`config.mk`:
```
export PLATFORM = sky130hd
export DESIGN_NAME = wfl_cell
export DESIGN_NICKNAME = d
export VERILOG_FILES = /design/src/hdl/wfl_pkg.sv /design/src/hdl/wfl_cell.sv
export SDC_FILE = /design/constraint.sdc
export NUM_CORES = 1
export LEC_CHECK = 0
export BUFFER_PORTS_ARGS = -buffer_cell sky130_fd_sc_hd__buf_2
export CAP_MARGIN = 20
export CORE_UTILIZATION = 45
export CTS_CLUSTER_DIAMETER = 60
export DETAILED_ROUTE_END_ITERATION = 8
export SLEW_MARGIN = 10
export SYNTH_ARGS = -nofsm -noshare
export SYNTH_HDL_FRONTEND = slang
export SYNTH_SLANG_ARGS = --single-unit
export TNS_END_PERCENT = 30
```
`constraint.sdc`:
```
create_clock -name clk -period 6.45 [get_ports clk]
set_input_delay 0.645 -clock clk [delete_from_list [all_inputs] [get_ports clk]]
set_output_delay 0.645 -clock clk [all_outputs]
set_load 0.02 [all_outputs]
```
`src/hdl/wfl_pkg.sv`:
```
// ----------------------------------------------------------------------------
// wfl_pkg
// Shared types and constants for the word frequency and longest word block.
// ----------------------------------------------------------------------------
`default_nettype none

package wfl_pkg;

	localparam int CHAR_W  = 8;
	localparam int VALUE_W = 16;
	localparam int LEN_W   = 5;

	localparam logic [CHAR_W-1:0] UPPER_A = 8'd65;
	localparam logic [CHAR_W-1:0] UPPER_Z = 8'd90;
	localparam logic [CHAR_W-1:0] LOWER_A = 8'd97;
	localparam logic [CHAR_W-1:0] LOWER_Z = 8'd122;

	localparam logic KIND_FREQ = 1'b0;
	localparam logic KIND_LONG = 1'b1;

	typedef enum logic [3:0] {
		ST_IDLE  = 4'b0001,
		ST_CLOSE = 4'b0010,
		ST_SCAN  = 4'b0100,
		ST_EMIT  = 4'b1000
	} state_t;

	typedef struct packed {
		logic              letter_en;
		logic [CHAR_W-1:0] letter;
		logic [LEN_W-1:0]  pos;
		logic              close_en;
		logic [LEN_W-1:0]  close_len;
	} cell_cmd_t;

endpackage

`default_nettype wire

```
`src/hdl/wfl_cell.sv`:
```
// ----------------------------------------------------------------------------
// wfl_cell
// One table entry: stored word, length and count, a running match flag for
// the word being received, and one stage of the best-entry search chain.
// ----------------------------------------------------------------------------
`default_nettype none

module wfl_cell #(
	parameter int MAX_WORD_LETTERS = 31,
	parameter int TABLE_ENTRIES    = 128,
	parameter int COUNT_BITS       = 16,
	parameter int IDX              = 0
) (
	input  wire                                  clk,
	input  wire                                  arst_n,
	input  wfl_pkg::cell_cmd_t                   cmd,
	input  wire                                  alloc,
	input  wire  [$clog2(TABLE_ENTRIES+1)-1:0]   used,
	output logic                                 hit,
	input  wire  [wfl_pkg::LEN_W-1:0]            rd_pos,
	output logic [wfl_pkg::CHAR_W-1:0]           rd_letter,
	output logic [wfl_pkg::LEN_W-1:0]            len,
	input  wire  [COUNT_BITS-1:0]                best_cnt_in,
	input  wire  [$clog2(TABLE_ENTRIES)-1:0]     best_cnt_idx_in,
	input  wire  [wfl_pkg::LEN_W-1:0]            best_len_in,
	input  wire  [$clog2(TABLE_ENTRIES)-1:0]     best_len_idx_in,
	output logic [COUNT_BITS-1:0]                best_cnt_out,
	output logic [$clog2(TABLE_ENTRIES)-1:0]     best_cnt_idx_out,
	output logic [wfl_pkg::LEN_W-1:0]            best_len_out,
	output logic [$clog2(TABLE_ENTRIES)-1:0]     best_len_idx_out
);

	localparam int PW  = (MAX_WORD_LETTERS > 1) ? $clog2(MAX_WORD_LETTERS) : 1;
	localparam int IW  = $clog2(TABLE_ENTRIES);
	localparam int UW  = $clog2(TABLE_ENTRIES+1);
	localparam logic [UW-1:0] MY_IDX = UW'(IDX);

	logic [wfl_pkg::CHAR_W-1:0] letters_q [MAX_WORD_LETTERS];
	logic [wfl_pkg::LEN_W-1:0]  len_q;
	logic [COUNT_BITS-1:0]      cnt_q;
	logic                       match_q;
	logic                       valid;
	logic                       free_slot;
	logic                       eq;

	assign valid     = MY_IDX < used;
	assign free_slot = MY_IDX == used;
	assign eq        = letters_q[cmd.pos[PW-1:0]] == cmd.letter;
	assign hit       = cmd.close_en && valid && match_q && (len_q == cmd.close_len);
	assign rd_letter = letters_q[rd_pos[PW-1:0]];
	assign len       = len_q;

	always_ff @(posedge clk) begin
		if (cmd.letter_en && free_slot) begin
			letters_q[cmd.pos[PW-1:0]] <= cmd.letter;
		end
		if (alloc && free_slot) begin
			len_q <= cmd.close_len;
			cnt_q <= COUNT_BITS'(1);
		end else if (hit && (cnt_q != {COUNT_BITS{1'b1}})) begin
			cnt_q <= cnt_q + COUNT_BITS'(1);
		end
	end

	always_ff @(posedge clk or negedge arst_n) begin
		if (!arst_n) begin
			match_q          <= 1'b0;
			best_cnt_out     <= '0;
			best_cnt_idx_out <= '0;
			best_len_out     <= '0;
			best_len_idx_out <= '0;
		end else begin
			if (cmd.letter_en) begin
				match_q <= eq && ((cmd.pos == '0) || match_q);
			end
			if (valid && (cnt_q > best_cnt_in)) begin
				best_cnt_out     <= cnt_q;
				best_cnt_idx_out <= IW'(IDX);
			end else begin
				best_cnt_out     <= best_cnt_in;
				best_cnt_idx_out <= best_cnt_idx_in;
			end
			if (valid && (len_q > best_len_in)) begin
				best_len_out     <= len_q;
				best_len_idx_out <= IW'(IDX);
			end else begin
				best_len_out     <= best_len_in;
				best_len_idx_out <= best_len_idx_in;
			end
		end
	end

endmodule

`default_nettype wire
```
# Yosys cells after proc, flatten, opt, wreduce, memory -nomap -nowiden
# Memory sizes are Yosys's and may differ from the RTL's.
# Index checks and enable logic that the tools add are counted.
[op_classes]
n_mux = 6
add_sub_neg = 1
n_reduce_logical = 12
n_lt_le_gt_ge = 3
n_eq_ne = 3
[ops]
columns = ["cell", "count"]
rows = [
  ["16-bit by 1-bit adder with 16-bit output (second input constant)", 1],
  ["16-bit greater-than comparator", 1],
  ["16-bit 2-to-1 mux", 1],
  ["16-bit != test (second input constant)", 1],
  ["7-bit 2-to-1 mux", 2],
  ["1-bit logical AND", 9],
  ["8-bit equality test", 1],
  ["8-bit logical NOT", 1],
  ["1-bit by 8-bit less-than comparator with 1-bit output (first input constant)", 1],
  ["5-bit equality test", 1],
  ["5-bit greater-than comparator", 1],
  ["5-bit logical NOT", 1],
  ["5-bit 2-to-1 mux", 1],
  ["1-bit 2-to-1 mux", 2],
  ["1-bit logical OR", 1],
]
[word_totals]
word_cells = 33
mem_bits_rw = 248
in_bits = 71
memories = 1
output_inout_bits = 49
reg_bits = 57
[mem_list]
columns = ["name", "words", "width", "read_ports", "rd_clocked_by_memory_dff", "write_ports", "line_no", "rtl"]
rows = [
  ["letters_q", 31, 8, 2, 0, 1, "wfl_cell.sv:38", "logic [wfl_pkg::CHAR_W-1:0] letters_q [MAX_WORD_LETTERS];"],
]

# Logic depth before layout (Yosys ltp)
[depth]
depth_word = 5
ltp_mapped = 11
depth_no_buf = 10

# Worst setup path before layout
# OpenSTA, ideal clock, no wires.
[synth_timing]
kind = "in2out"
start = "input port rd_pos[0] (netlist name)"
end = "output port rd_letter[0] (netlist name)"
path_stages = 5
path_buffers = 2
t_required_ns = 5.805
arrival_time_ns = 2.454
slack_ns = 3.351
cell_sequence = "buf_2 > buf_2 > mux4_2 > mux4_2 > mux2_2"
[synth_via]
elab_chain_len = 1
[synth_rtl]
columns = ["element", "line_no", "rtl"]
rows = [
  ["from (decl)", "wfl_cell.sv:20", "input wire [wfl_pkg::LEN_W-1:0] rd_pos,"],
  ["memory read 31 x 8 bit", "--", ""],
  ["to (decl)", "wfl_cell.sv:21", "output logic [wfl_pkg::CHAR_W-1:0] rd_letter,"],
]
# No other way between the ends.

# Worst setup path after layout
[layout_timing]
start = "input port rd_pos[0] (netlist name)"
end = "output port rd_letter[3] (netlist name)"
# The elaborated chain is that of the path after synthesis.

==> impl_metrics.json <==
{
  "syn-num-nets": 1047,
  "port_buffers": 119,
  "worstSetupEndpointType": "primary output",
  "wl_met3_mm": 3.94,
  "place_inst": 1456,
  "synth_top_area_frac": 0.519,
  "worstPathArrival_ps": 3180,
  "start_kind": "input port",
  "worst-setup-path-type": "in2out",
  "synth-async-reset-ratio": 0.118,
  "cts_tree": "yes",
  "ctsHoldBuffers": 0,
  "cap_viol_max_count": 0,
  "ys_warn_count": 0,
  "dpl.hpwl_mm": 31.2,
  "worst_slew_pin_slew_ps": 1130,
  "max_freq_ghz": 0.261,
  "m1WireLength_mm": 18.2,
  "final_util": 0.529,
  "die_area_um2": 33300,
  "hold_class": "in2async",
  "crit_required_ps": 5800,
  "drt-initial-drc-count": 1004,
  "grt_pass1_wl_mm": 64.5,
  "start_util": 0.460,
  "syn_area_um2": 14600,
  "clk_latency_ps": 530,
  "slew_violations": 0,
  "seq_area_um2": 8820,
  "grt.overflow.total": 0,
  "instances_no_fill": 1528,
  "core_region_area_um2": 31800,
  "finalCritPeriodShare": 0.593,
  "fp.dieH_um": 182,
  "antenna_found_initial": 2,
  "synth_edf_count": 253,
  "hold_viol": 0,
  "synth.distinct_cells": 54,
  "skew_ps": 19.8,
  "syn_to_final_growth_pct": 14.9,
  "cp_max_fo": 27,
  "drive_above_1_share": 0.269,
  "status": "completed",
  "final_cell_mix": "edfxtp_1, mux2i_1, buf_2, mux4_2, o22ai_1",
  "ys_top_cells_by_area": "edfxtp_1, mux4_2, mux2i_1",
  "nFillCells": 2644,
  "core.rowCount": 65,
  "post_cts_buffers": 0,
  "drc": 0,
  "vias": 9258,
  "grt_max_degree": 48,
  "grt_pass1_vias": 9276,
  "clk_pin_slew_ps": 50,
  "multi_input_area_um2": 5420,
  "max_slew_margin": 0.245,
  "routed_wirelength_mm": 44.3,
  "synth_area_leader_cell": "edfxtp_1",
  "p_leak_nw": 6.21,
  "setup_viol": 0,
  "avgSynthCellArea_um2": 15.3,
  "wl_per_cell_um": 29.0,
  "gp_congestion": 0.978,
  "numCtsBuffers": 38,
  "clkSinkCount": 305,
  "clock_tree.buffer_depth": 3,
  "finalSetupTns_ps": 0,
  "avgViaCountPerCell": 6.06,
  "p_per_area_nw_per_um2": 276,
  "grt_usage": 0.272,
  "yosysSeqAreaShare": 0.602,
  "highest_layer": "met4",
  "io_pins": 120,
  "synth-seq-cells": 305,
  "die_w_um": 182,
  "finalWorstPathRequiredPeriod_ps": 3830,
  "synthFlopType": "edfxtp_1",
  "rsz0062_at_grt": "false",
  "firstDrtPassIters": 8,
  "final_nets": 1155,
  "ctsResizeCount": 0,
  "ant_nets": 0,
  "final_common_cell": "edfxtp_1",
  "htreeDepth": 2,
  "cts_root_buffer": "clkbuf_16",
  "met2_length_mm": 20.9,
  "vdd_drop_max_uv": 172,
  "synthCells": 954
}
area by class of cell:
type	count	area share
inverter	25	0.00558
clock buffer	46	0.0596
timing repair buffer	130	0.0408
multi-input combinational	562	0.322
antenna	2	0.000298
clock inverter	23	0.0148
sequential	305	0.524
tap	435	0.0324
synthesized netlist by cell type (10+ instances only):
cell and instances:
edfxtp_1 253, mux2i_1 131, mux4_2 72, o22ai_1 56, nor2_1 48, dfrtp_1 36, nand2_1 35, buf_2 33
inv_1 25, ha_1 22, o21ai_0 22, nor2b_1 18, dfxtp_1 16, clkbuf_1 15, xor2_1 15, nand3_1 13
mux2_2 12, a21oi_1 11, mux2_4 11, nor3_1 10, nor4_1 10, xnor2_1 10
report_power, final:
part	internal, mW	total, mW	switching [mW]
combinational	0.142	0.363	0.221
sequential	2.15	2.15	0.00459
clock	1.28	2.13	0.846
critical path, cell delays in order:
cell and delay, ps:
buf_4 450, buf_4 490, mux4_2 610, mux4_2 510, mux2_2 280, buf_2 160
per-layer routing:
metal / GRT usage / vias up
met5: 0 / -
met4: 0.0840 / 0
met1: 0.381 / 4691
met2: 0.432 / 493
li1: - / 3991
met3: 0.0509 / 83
path summary, 6_finish.rpt:
| kind | to | startpoint | slack [ps] | cells past startpoint |
|---|---|---|---|---|
| max in group asynchronous | best_cnt_idx_out[6] | arst_n | 5650 | 1 |
| worst max register to register | best_len_out[0] | len[1] | 3860 | 8 |
| worst max-delay path | rd_letter[3] | rd_pos[0] | 2620 | 6 |
| worst min-delay path | best_cnt_out[5] | arst_n | 250 | 1 |
| min in group clk | len[0] | cmd[0] | 330 | 1 |
| worst min register to register | cnt_q[14] | cnt_q[14] | 520 | 2 |
flip-flops by register name, summed over array words and instances (netlist names):
name,flops
best_len_idx_out,7
best_cnt_out,16
match_q,1
best_len_out,5
best_cnt_idx_out,7
letters_q,248
cnt_q,16
len,5
through the flow:
step | cell area [um2] | power, mW | setup WS [ps] | hold slack (ps)
after floorplan | 14600 | 2.41 | 3350 | 349
after global placement | 15600 | 2.55 | 2560 | 494
after detailed placement | 15600 | 2.55 | 2570 | 513
after CTS | 16800 | 4.67 | 2560 | 269
after global routing | 16800 | 4.77 | 2490 | 312
final | 16800 | 4.64 | 2620 | 251
kinds of logic after synthesis:
logic type	synth area share
AND/OR/NAND/NOR	0.0693
flip-flops	0.602
AO/OA/AOI/OAI	0.0453
XOR/XNOR	0.0150
adder cells (fa/ha/maj)	0.0188
multiplexers	0.221
buffers and inverters	0.0284
Power figures use the tool's default switching activity.
